### config.mk
export PLATFORM = sky130hd
export DESIGN_NAME = sfq_flow_tbl
export DESIGN_NICKNAME = d
export VERILOG_FILES = /design/src/rtl/sfq_flow_tbl.sv
export SDC_FILE = /design/constraint.sdc
export NUM_CORES = 2
export LEC_CHECK = 0
export BUFFER_PORTS_ARGS = -buffer_cell sky130_fd_sc_hd__buf_2
export CAP_MARGIN = 0
export CORE_ASPECT_RATIO = 1.4
export CORE_MARGIN = 8
export CORE_UTILIZATION = 54
export DETAILED_ROUTE_END_ITERATION = 16
export PLACE_DENSITY = 0.73
export SLEW_MARGIN = 20
export SYNTH_ARGS = -nofsm -noshare
export SYNTH_HDL_FRONTEND = slang
export SYNTH_SLANG_ARGS = --single-unit
### constraint.sdc
create_clock -name clk_i -period 2.2 [get_ports clk_i]
set_input_delay 0.33 -clock clk_i [delete_from_list [all_inputs] [get_ports clk_i]]
set_output_delay 0.33 -clock clk_i [all_outputs]
set_load 0.05 [all_outputs]
### src/rtl/sfq_flow_tbl.sv
// Per-flow state memory, registered read, with a valid bit per
// entry so that unwritten entries read as zero after reset. No dependencies.
`timescale 1ns / 1ps

module sfq_flow_tbl #(
  parameter int DEPTH = 129,
  parameter int WIDTH = 28
) (
  input  logic                     clk_i,
  input  logic                     rst_ni,
  input  logic                     rd_en_i,
  input  logic [$clog2(DEPTH)-1:0] rd_addr_i,
  output logic [WIDTH-1:0]         rd_data_o,
  input  logic                     wr_en_i,
  input  logic [$clog2(DEPTH)-1:0] wr_addr_i,
  input  logic [WIDTH-1:0]         wr_data_i
);

  logic [WIDTH-1:0] mem [DEPTH];
  logic [DEPTH-1:0] vld_q;
  logic [WIDTH-1:0] rd_q;
  logic             rd_vld_q;

  always_ff @(posedge clk_i) begin
    if (wr_en_i) begin
      mem[wr_addr_i] <= wr_data_i;
    end
    if (rd_en_i) begin
      rd_q <= mem[rd_addr_i];
    end
  end

  always_ff @(posedge clk_i or negedge rst_ni) begin
    if (!rst_ni) begin
      vld_q    <= '0;
      rd_vld_q <= 1'b0;
    end else begin
      if (wr_en_i) begin
        vld_q[wr_addr_i] <= 1'b1;
      end
      if (rd_en_i) begin
        rd_vld_q <= vld_q[rd_addr_i];
      end
    end
  end

  assign rd_data_o = rd_vld_q ? rd_q : '0;

endmodule

## Yosys cells after proc, flatten, opt, wreduce, memory -nomap -nowiden

Memories as Yosys holds them, arrays and structs flattened. A register that Yosys moved wholly into a read port is not among the register bits.
Index checks and enable logic that the tools add are counted.

| operators by class | value |
|---|---|
| order comparisons | 3 |
| mux-type cells | 7 |
| bitwise logic cells | 1 |
| reductions and logical operators | 1 |

Operator list:

| operator | count |
|---|---|
| bitwise OR 129 bit | 1 |
| two-way mux 28 bit | 1 |
| less-than comparator 8 x 9 -> 1 bit, second input constant | 2 |
| binary-select mux 1 bit (select 8 bit) | 1 |
| demux 1 bit (select 8 bit) | 1 |
| greater-or-equal comparator 8 x 1 -> 1 bit, second input constant | 1 |
| two-way mux 1 bit | 4 |
| logical AND 1 bit | 1 |

| word-level totals | value |
|---|---|
| bits in registers | 130 |
| bits in writable memories | 3612 |
| input bits | 48 |
| output and inout port bits | 28 |
| memories | 1 |

Memories:

| memory | depth | bits a word | rd ports | clocked after Yosys merged registers in | write ports | line | source |
|---|---|---|---|---|---|---|---|
| mem | 129 | 28 | 1 | 1 | 1 | 19 | `logic [WIDTH-1:0] mem [DEPTH];` |

## Logic depth before layout (Yosys ltp)

| logic depth | value |
|---|---|
| depth in word-level cells | 5 |
| mapped depth | 14 |

## Least setup slack after synthesis

No wires, ideal clock.

| timing | value |
|---|---|
| path kind | input -> register |
| start | input wr_addr_i[1] |
| end | memory mem[14][0] (enable) |
| library setup time | 0.414 ns |
| data arrival time | 2.439 ns |
| data required time | 1.786 ns |
| slack | -0.653 ns |
| stages | 5 |
| cells stage by stage | clkbuf_1 nor2b_1 clkbuf_1 nand4_1 nor2_1 |

RTL lines:

| item | line | source |
|---|---|---|
| start: declaration | 15 | `input logic [$clog2(DEPTH)-1:0] wr_addr_i,` |
| end: declaration | 19 |  |

No word-level cell before the write port.

==> qor.txt <==
Core Box Area -> 267700 µm²
Synth Area in Compound Gates -> 3.019%
xor/xnor share of the synthesized area -> 0%
fillers -> 16460
# setup viols final -> 53
Post-synth EDFFs -> 3640
Slew Limit Fails -> 0
GRT Total Usage -> 30.70%
CP max stage delay -> 0.64 ns
outcome -> finished with violations
DP Area -> 160500 µm²
Final Cell Area -> 173700 µm²
area delta synth->final -> 19.80%
RSZ-0062 raised after global routing -> yes
top cell type's share of synthesized area -> 75.38%
layout cells sized above 1 -> 35.60%
post-synth cell types -> 61
CP Capture Type -> flip-flop
worst hold path class -> primary input to flip-flop
Yosys Warn Count -> 0
worst path bufs/invs -> 1
Detailed Place HPWL -> 276.6 mm
FF+latch area -> 112600 µm²
drt total wl -> 448.1 mm
Reg clk slew, reported paths -> 0.07 ns
post-layout min period -> 2.835 ns
Iter 0 DRT Violations -> 12220
failing checks -> negative setup slack
clk_lat worst skew -> 0.91 ns
slowest cell on the critical path -> mux4_2
H-tree depth -> 5
First-pass DRT Iterations -> 7
Lkg Pwr -> 0.05754 µW
Tcrit/Tclk final -> 128.8%
footprint of the multi-input gates -> 32510 µm²
Power Dens Cells -> 857.8 nW/µm²
Fin Hold WS -> 0.04608 ns
first-pass GRT wire length -> 616.5 mm
Final #Nets -> 7908
full die area -> 285600 µm²
Initial Util -> 54.16%
most numerous cell in the Yosys netlist -> edfxtp_1
Post-Synth Adder-Cell Area -> 0%
largest family of logic cells by synthesized area -> multiplexers
#FFs+latches synth -> 3770
Routed Antenna Nets -> 0
CP max FO -> 2
die height -> 629.1 µm
Hold Fails Final Rpt -> 0
Via Count -> 79380
max-cap check violation count -> 0
Via density -> 6.797
drt drc -> 0
simple-gate share of the synthesized area -> 2.363%
setup ws final -> -0.6347 ns
pin count of the biggest net entering global routing -> 130
Worst VDD drop -> 0.6349 mV
startpoint class of the critical path -> flip-flop
dominant synthesized flop cell -> edfxtp_1
RD Place Congestion -> 0.9382
Setup Skew -> 0.06415 ns
average routed wire per standard cell -> 38.37 µm
Synth area leader -> edfxtp_1
synth cell count leaders -> edfxtp_1 (3640), mux4_2 (791), mux2i_1 (438)
CTS root buf -> clkbuf_16
largest cells by area after synthesis -> edfxtp_1 (75%), mux4_2 (12%), mux2i_1 (3.0%)
CP arrival -> 3.46 ns
Synth Cell Area -> 145000 µm²
CTS sink count -> 3770
Net Count, Synth -> 6791
Rel. slew slack -> 22.84%
GRT Residual Overflow -> 0
Syn Area/Cell -> 21.50 µm²
# rows -> 225
sequential element share of the synthesized area -> 77.62%
Clock Path Buffers -> 4
CTS tree -> built
crit path kind -> flip-flop to flip-flop
post-synthesis async set-or-reset flop share -> 3.448%
vias in the first global route -> 80110
Cells after Synth -> 6743
Port Buf Inserts -> 75
initial antenna violation count -> 34
Slew @ Worst Pin -> 1.142 ns
mux cell area share after synthesis -> 15.38%
die width -> 454.0 µm
Max Freq -> 0.3528 GHz
Required @ worst endpoint -> 2.83 ns
Most common cell on crit path -> mux4_2
CP top delay family -> multiplexers
CP cell instances -> mux4_2, mux4_2, mux4_2, a211oi_2, buf_4, a221oi_2
Top Ports -> 76
Inserted Clock Buffers -> 330
[worst register-to-register path, stage by stage (launching register included)]
cell      delay, ns
edfxtp_1       0.39
mux4_2         0.49
mux4_2         0.64
mux4_2         0.64
a211oi_2       0.20
buf_4          0.18
a221oi_2       0.04
[area by class of cell]
cell class / count / share of cell area [%]
sequential: 3770 / 64.80
multi-input combinational: 2581 / 18.72
timing repair buffer: 1166 / 7.620
clock buffer: 420 / 5.115
tap: 3518 / 2.534
clock inverter: 178 / 1.141
antenna: 34 / 0.04898
inverter: 11 / 0.03097
[layer usage]
metal	up-vias	routed length (µm)	track usage, %
li1	30480	-	-
met1	41200	141900	37.44
met2	6288	213000	48.80
met3	1389	53570	6.781
met4	16	39420	21.82
met5	-	141	0
[timing repair]
action / 4_1_cts / 5_1_grt
buffers inserted: 4 / 30
hold endpoints to repair: 470 / 8
setup endpoints to repair: 57 / 57
gates resized for setup: 307 / 92
hold buffers: 18 / 1
cloned: 2 / 5
pin swaps: 89 / 50
[power by group]
group          internal [µW]  total, µW  switching [µW]
sequential             79000      79200             218
clock                  33300      59400           26000
combinational           4100      10400            6300
[state kept, by name, indices dropped and copies added (netlist names)]
signal,count
mem,3612
vld_q,129
rd_vld_q,1
rd_q,28
[final timing paths]
kind	startpoint	endpoint	slack, ns	cells past startpoint
max in group asynchronous	rst_ni	vld_q[107]	0.52	4
worst max register to register	mem[119][1]	rd_q[1]	-0.63	6
worst max-delay path	mem[119][1]	rd_q[1]	-0.63	6
min in group asynchronous	rst_ni	vld_q[109]	0.52	3
worst min register to register	vld_q[19]	vld_q[19]	0.46	1
worst min-delay path	wr_data_i[22]	mem[44][22]	0.05	2
[metrics by stage]
step / setup slack (ns) / std cells / setup TNS (ns) / power [µW] / util, %
floorplan: -0.4194 / 6743 / -621.37 / 84860 / -
global placement: -1.832 / 11000 / -35.63 / 90020 / 59.95
detailed placement: -1.794 / 11000 / -43.09 / 90250 / 59.95
CTS: -0.6090 / 11610 / -5.424 / 148600 / 64.57
global route: -0.6206 / 11670 / -7.772 / 151700 / 64.88
finish: -0.6347 / 11680 / -6.593 / 149000 / 64.89
[layout by cell type, fill, tap and decap left out, drive strengths merged, types with 18 or more instances in the layout]
| master | synthesis | routed |
|---|---|---|
| a211oi | 37 | 37 |
| a21oi | 130 | 130 |
| a221oi | 72 | 72 |
| a22oi | 68 | 68 |
| and2 | 37 | 37 |
| buf | 255 | 1141 |
| bufinv | 0 | 39 |
| clkbuf | 126 | 425 |
| clkinv | 2 | 118 |
| dfrtp | 130 | 130 |
| diode | 0 | 34 |
| dlygate4sd3 | 0 | 19 |
| edfxtp | 3640 | 3640 |
| inv | 9 | 27 |
| mux2i | 438 | 438 |
| mux4 | 791 | 791 |
| nand2 | 174 | 174 |
| nand3 | 46 | 46 |
| nor2 | 224 | 224 |
| nor2b | 18 | 18 |
| nor3 | 38 | 38 |
| o21ai | 73 | 73 |
| o221ai | 64 | 64 |
| o22ai | 61 | 61 |
| or2 | 131 | 131 |
[logic make-up after synthesis]
family,Yosys count
AO/OA/AOI/OAI,623
buffers and inverters,392
flip-flops,3770
multiplexers,1238
AND/OR/NAND/NOR,720
(Power assumes the default switching activity.)
