==> src/rtl/sfq_pkg.sv <==
// Shared constants, field widths and codes for the SFQ/DRR packet scheduler.
// No dependencies.
`timescale 1ns / 1ps

package sfq_pkg;

  localparam int MAX_FLOWS_DEF  = 128;
  localparam int FLOW_DEPTH_DEF = 16;

  localparam int HASH_W  = 32;
  localparam int LEN_W   = 16;
  localparam int TAG_W   = 16;
  localparam int QUANT_W = 16;
  localparam int FC_W    = 8;
  localparam int LIM_W   = 5;
  localparam int DEF_W   = 18;
  localparam int FLOW_OW = 8;
  localparam int CFG_W   = 16;
  localparam int CFG_IW  = 2;

  // hash reduction: bits retired per cycle by the remainder unit
  localparam int DIV_BITS  = 4;
  localparam int DIV_STEPS = HASH_W / DIV_BITS;

  localparam logic [QUANT_W-1:0] QUANT_RST = 16'd1500;
  localparam logic [FC_W-1:0]    FC_RST    = 8'd128;
  localparam logic [LIM_W-1:0]   LIM_RST   = 5'd16;

  typedef enum logic [CFG_IW-1:0] {
    CFG_QUANTUM    = 2'd0,
    CFG_FLOW_COUNT = 2'd1,
    CFG_FLOW_LIMIT = 2'd2
  } cfg_idx_e;

  localparam logic CMD_ENQ = 1'b0;
  localparam logic CMD_DEQ = 1'b1;

endpackage

==> src/rtl/sfq_hash_mod.sv <==
// Multi-cycle remainder unit: hash mod flow count, DIV_BITS bits per cycle.
// Depends on sfq_pkg.
`timescale 1ns / 1ps

module sfq_hash_mod import sfq_pkg::*; (
  input  logic              clk_i,
  input  logic              rst_ni,
  input  logic              start_i,
  input  logic [HASH_W-1:0] hash_i,
  input  logic [FC_W-1:0]   div_i,
  output logic              done_o,
  output logic [FC_W-1:0]   rem_o
);

  localparam int CNT_W = (DIV_STEPS > 1) ? $clog2(DIV_STEPS) : 1;

  logic              busy_q, done_q;
  logic [CNT_W-1:0]  cnt_q;
  logic [HASH_W-1:0] sh_q;
  logic [FC_W-1:0]   rem_q, rem_d;
  logic [FC_W-1:0]   dv_q;

  always_comb begin
    logic [FC_W:0]   t;
    logic [FC_W-1:0] r;
    r = rem_q;
    for (int i = 0; i < DIV_BITS; i++) begin
      t = {r, sh_q[HASH_W-1-i]};
      if (t >= {1'b0, dv_q}) begin
        r = FC_W'(t - {1'b0, dv_q});
      end else begin
        r = FC_W'(t);
      end
    end
    rem_d = r;
  end

  always_ff @(posedge clk_i or negedge rst_ni) begin
    if (!rst_ni) begin
      busy_q <= 1'b0;
      done_q <= 1'b0;
      cnt_q  <= '0;
    end else begin
      done_q <= 1'b0;
      if (start_i) begin
        busy_q <= 1'b1;
        cnt_q  <= '0;
      end else if (busy_q) begin
        cnt_q <= cnt_q + 1'b1;
        if (cnt_q == CNT_W'(DIV_STEPS - 1)) begin
          busy_q <= 1'b0;
          done_q <= 1'b1;
        end
      end
    end
  end

  always_ff @(posedge clk_i) begin
    if (start_i) begin
      sh_q  <= hash_i;
      dv_q  <= div_i;
      rem_q <= '0;
    end else if (busy_q) begin
      sh_q  <= sh_q << DIV_BITS;
      rem_q <= rem_d;
    end
  end

  assign done_o = done_q;
  assign rem_o  = rem_q;

endmodule

==> config.mk <==
export PLATFORM = sky130hd
export DESIGN_NAME = sfq_hash_mod
export DESIGN_NICKNAME = d
export VERILOG_FILES = /design/src/rtl/sfq_pkg.sv /design/src/rtl/sfq_hash_mod.sv
export SDC_FILE = /design/constraint.sdc
export NUM_CORES = 1
export LEC_CHECK = 0
export BUFFER_PORTS_ARGS = -buffer_cell sky130_fd_sc_hd__buf_2
export CELL_PAD_IN_SITES_DETAIL_PLACEMENT = 0
export CELL_PAD_IN_SITES_GLOBAL_PLACEMENT = 2
export CORE_MARGIN = 2
export CORE_UTILIZATION = 41
export DETAILED_ROUTE_END_ITERATION = 12
export PLACE_DENSITY_LB_ADDON = 0.1
export REMOVE_ABC_BUFFERS = 1
export SLEW_MARGIN = 20
export SYNTH_ARGS = -nofsm -noshare
export SYNTH_HDL_FRONTEND = slang
export SYNTH_SLANG_ARGS = --single-unit
==> constraint.sdc <==
create_clock -name clk_i -period 24.8 [get_ports clk_i]
set_clock_uncertainty 0.05 [all_clocks]
set_input_delay 4.96 -clock clk_i [delete_from_list [all_inputs] [get_ports clk_i]]
set_output_delay 4.96 -clock clk_i [all_outputs]
set_load 0.01 [all_outputs]
After elaboration in Yosys (flattened, before gate mapping). Index checks and enable logic that the tools add are counted.

Register bits after elaboration: 53. Bits of input ports: 43. Word-level logic and storage cells: 31.

$add $sub $neg: 5. $lt $le $gt $ge: 4. Eq/ne operators: 1. Muxes and demuxes: 14. Reductions and logical operators: 1.

Operators by type and width (number): 32-bit 2-to-1 mux (2); 9-bit by 8-bit >= comparator with 1-bit output (4); 8-bit 2-to-1 mux (4); 8-bit subtractor (4); 1-bit 2-to-1 mux (6); 3-bit 2-to-1 mux (2); 3-bit by 1-bit adder with 3-bit output, second input constant (1); 3-bit == test, second input constant (1); 2-bit nonzero test (1).

Longest topological paths before layout.
Depth in word-level cells: 8. Mapped depth: 37. Mapped depth without buffers: 35.

Worst setup path after synthesis. Ideal clock, no wire load.

Kind: flip-flop to flip-flop. Start: register dv_q[1]. End: register rem_q[1], in the netlist rem_o[1]. Data arrival time: 7814 ps. Required time: 24628 ps. Path slack: 16814 ps. Stages on the path, launching flop included: 35. Path buffers: 2. Cells stage by stage: edfxtp_1 inv_1 ha_1 nand4_1 o21bai_1 a31oi_1 and2_4 buf_6 mux2_2 ha_1 and3_1 a21o_1 a31o_2 a211oi_2 mux2_2 inv_1 ha_1 nor2b_1 o31ai_1 a21oi_1 nor3_1 o21ai_0 a31oi_2 mux2i_1 ha_1 nor2b_1 o21ai_0 a21boi_0 or3_1 a21oi_1 o21ai_0 a221o_1 buf_6 and4_4 a311o_1.

Cells in the longest elaborated chain, start to end: 8.

Ends and longest elaborated chain: start, declared (line sfq_hash_mod.sv:21) `logic [FC_W-1:0] dv_q;`; start signal, assigned (line sfq_hash_mod.sv:61) `dv_q <= div_i;`; 8-bit subtractor or 9-bit by 8-bit >= comparator with 1-bit output (tied branches) (line sfq_hash_mod.sv:30, sfq_hash_mod.sv:29); 8-bit 2-to-1 mux (line sfq_hash_mod.sv:29) `if (t >= {1'b0, dv_q}) begin`; 8-bit subtractor or 9-bit by 8-bit >= comparator with 1-bit output (tied branches) (line sfq_hash_mod.sv:30, sfq_hash_mod.sv:29); 8-bit 2-to-1 mux (line sfq_hash_mod.sv:29); 9-bit by 8-bit >= comparator with 1-bit output or 8-bit subtractor (tied branches) (line sfq_hash_mod.sv:29, sfq_hash_mod.sv:30); 8-bit 2-to-1 mux (line sfq_hash_mod.sv:29); 8-bit subtractor or 9-bit by 8-bit >= comparator with 1-bit output (tied branches) (line sfq_hash_mod.sv:30, sfq_hash_mod.sv:29); 8-bit 2-to-1 mux * (line sfq_hash_mod.sv:29); end signal, assigned (line sfq_hash_mod.sv:65) `rem_q <= rem_d;`; end, declared (line sfq_hash_mod.sv:20) `logic [FC_W-1:0] rem_q, rem_d;`.

Mark *: on every way between the ends. The rest lies on a longest branch, timed or not. A chain may end at the register's enable or synchronous reset.

Worst setup path in the final report.
Start: register dv_q[1]. End: register rem_q[2], in the netlist rem_o[2].

Same word-level chain as after synthesis.

==> results.sh <==
export IMPL_status="finished, final reports clean"
export IMPL_crit_required_ps=25000
export IMPL_cp_max_fo=11
export IMPL_drv_slew=0
export IMPL_synth_top_cell_area_share_pct=31.5
export IMPL_synth_edf_count=40
export IMPL_hold_buffers=0
export IMPL_drt_wirelength_per_cell_um=16.6
export IMPL_place_congestion=0.819
export IMPL_syn_area_um2=3820
export IMPL_ioPinCount=52
export IMPL_dp_hpwl_um=6640
export IMPL_whs_ps=485
export IMPL_io_buffers=51
export IMPL_rsz0062_at_grt="false"
export IMPL_die_area_um2=10100
export IMPL_syn2layout_area_growth_pct=11.6
export IMPL_startpoint_type="register"
export IMPL_synth_area_leaders="edfxtp_1 31%, mux2_2 12%, ha_1 11%"
export IMPL_cp_arrival_ps=9460
export IMPL_dr_wl_met3_um=370
export IMPL_num_vias=2804
export IMPL_criticalPathCategory="reg2reg"
export IMPL_antenna_cells=0
export IMPL_cts_setup_buffers=0
export IMPL_drt_wl_total_um=8600
export IMPL_vias_per_cell=5.41
export IMPL_hp_class="reg2reg"
export IMPL_fp_row_count=35
export IMPL_finalCritPeriodShare_pct=37.3
export IMPL_seq_area_frac_synth_pct=39.0
export IMPL_critPathBufInv=2
export IMPL_die_x_um=100
export IMPL_relSlewSlack_pct=57.7
export IMPL_cts_sinks=53
export IMPL_start_util_pct=41.7
export IMPL_yosysWarnings=0
export IMPL_clkTransAtPathRegs_ps=100
export IMPL_grt_pass1_wl_um=14200
export IMPL_final_setup_worst_slack_ps=15540
export IMPL_finalSetupTns_ps=0
export IMPL_cap_viol_max_count=0
export IMPL_cts_buffers_inserted=5
export IMPL_async_flop_share_pct=9.43
export IMPL_drive_above_1_share_pct=26.8
export IMPL_final_nets=487
export IMPL_cpPeakStageDelay_ps=570
export IMPL_dr_first_iter_drc_count=109
export IMPL_critPathTopFamily="compound AO/OA/AOI/OAI gates"
export IMPL_endpoint_kind="register"
export IMPL_clock_latency_ps=300
export IMPL_gr_usage_all_layers_pct=18.0
export IMPL_grt_overflow=0
export IMPL_clockBufferDepth=2
export IMPL_fillers=871
export IMPL_finalHoldViolCount=0
export IMPL_synth_area_per_cell_um2=10.7
export IMPL_synth_cells=356
export IMPL_max_freq_mhz=108
export IMPL_period_needed_ps=9260
export IMPL_fp_dieH_um=100
export IMPL_htree_levels=2
export IMPL_synth_cell_types=52
export IMPL_first_pass_iters=4
export IMPL_wl_met1_um=4020
export IMPL_ant_nets=0
export IMPL_grt_max_degree=53
export IMPL_cpMaxStageDelayCell="a211oi_2"
export IMPL_worstMarginPinSlew_ps=635
export IMPL_root_buffer="clkbuf_8"
export IMPL_drc=0
export IMPL_ys_seq_elements=53
export IMPL_cts_tree="yes"
export IMPL_synth_area_leader_cell="edfxtp_1"
export IMPL_cts_resized=0
export IMPL_coreArea_um2=9150
export IMPL_antenna_found_initial=0
export IMPL_top_layer_used="met4"
export IMPL_wl_met2_um=4080
export IMPL_setup_viol=0
export IMPL_synth_main_ff_cell="edfxtp_1"
export IMPL_dp_slack_ps=15600
export IMPL_grt_pass1_vias=2829
[worst paths after layout]
check	startpoint	slack, ps	cells after the start	endpoint
min in group asynchronous	rst_ni	4400	1	busy_q$_DFF_PN0_
min	cnt_q[1]$_DFFE_PN0P_	490	2	cnt_q[1]$_DFFE_PN0P_
max	dv_q[1]$_DFFE_PP_	15540	33	rem_o[2]$_SDFFE_PP0P_
min reg2reg	cnt_q[1]$_DFFE_PN0P_	490	2	cnt_q[1]$_DFFE_PN0P_
max reg2reg	dv_q[1]$_DFFE_PP_	15540	33	rem_o[2]$_SDFFE_PP0P_
max in group asynchronous	rst_ni	20160	1	cnt_q[0]$_DFFE_PN0P_
[synth_stat cells (6+ instances only)]
cell type / number
edfxtp_1: 40
a211oi_1: 10
nand2_1: 14
nor2b_1: 8
inv_1: 26
mux2i_1: 11
mux2_2: 42
a21o_1: 6
o21ai_0: 16
a21oi_1: 13
dfxtp_1: 8
ha_1: 34
nor2_1: 29
xnor2_1: 10
clkbuf_1: 6
[logic make-up (layout without fill, tap and decap cells)]
family,after synthesis,count (layout),synth area share [%]
mux,53,53,15.3
fa+ha+maj,38,38,13.2
simple gates,84,84,11.0
xor+xnor,13,13,2.98
flops,53,53,39.0
buf+inv,36,87,3.97
compound gates,79,79,14.6
[state kept, by name (all words and copies together), names as in the netlist]
signal  count
busy_q      1
dv_q        8
rem_o       8
sh_q       32
cnt_q       3
done_o      1
[per-stage QoR]
stage | cells | area (um^2) | utilization (%)
2_1_floorplan | 346 | 3760 | -
3_3_place_gp | 510 | 4170 | 45.6
3_5_place_dp | 510 | 4170 | 45.6
4_1_cts | 518 | 4260 | 46.5
5_1_grt | 518 | 4260 | 46.5
6_report | 518 | 4260 | 46.5
[layout make-up]
cell class                 count  area, um^2  share of cell area (%)
clock buffer                   5        68.8                    1.62
timing repair buffer          53         270                    6.34
clock inverter                 3        20.0                   0.470
tap                          111         139                    3.26
multi-input combinational    267        2180                    51.1
inverter                      26        97.6                    2.29
sequential                    53        1490                    34.9
[placed cells by master, fill, tap and decap left out, types with 6 or more instances in the layout]
master    instances
a211oi_1         10
a21o_1            6
a21oi_1          13
buf_2            51
dfxtp_1           8
edfxtp_1         40
ha_1             34
inv_1            26
mux2_2           42
mux2i_1          11
nand2_1          14
nor2_1           29
nor2b_1           8
o21ai_0          16
xnor2_1          10
[routing by layer]
layer / track usage, % / vias to the layer above
met5: 0 / -
met4: 4.64 / 0
met2: 31.2 / 66
li1: - / 1429
met3: 2.91 / 9
met1: 23.5 / 1300
[worst register-to-register path, delay by kind of cell (launching register included)]
kind,cells,cell delay [ps]
and+or+nand+nor,10,2170
AOI/OAI and AO/OA,14,3710
muxes,3,1240
buffers and inverters,2,350
DFF,1,500
adders and majority gates,4,1190
Power is left out: the tool's default activity adds up to more than one toggle a clock period on the data nets, which glitch-free logic cannot reach.
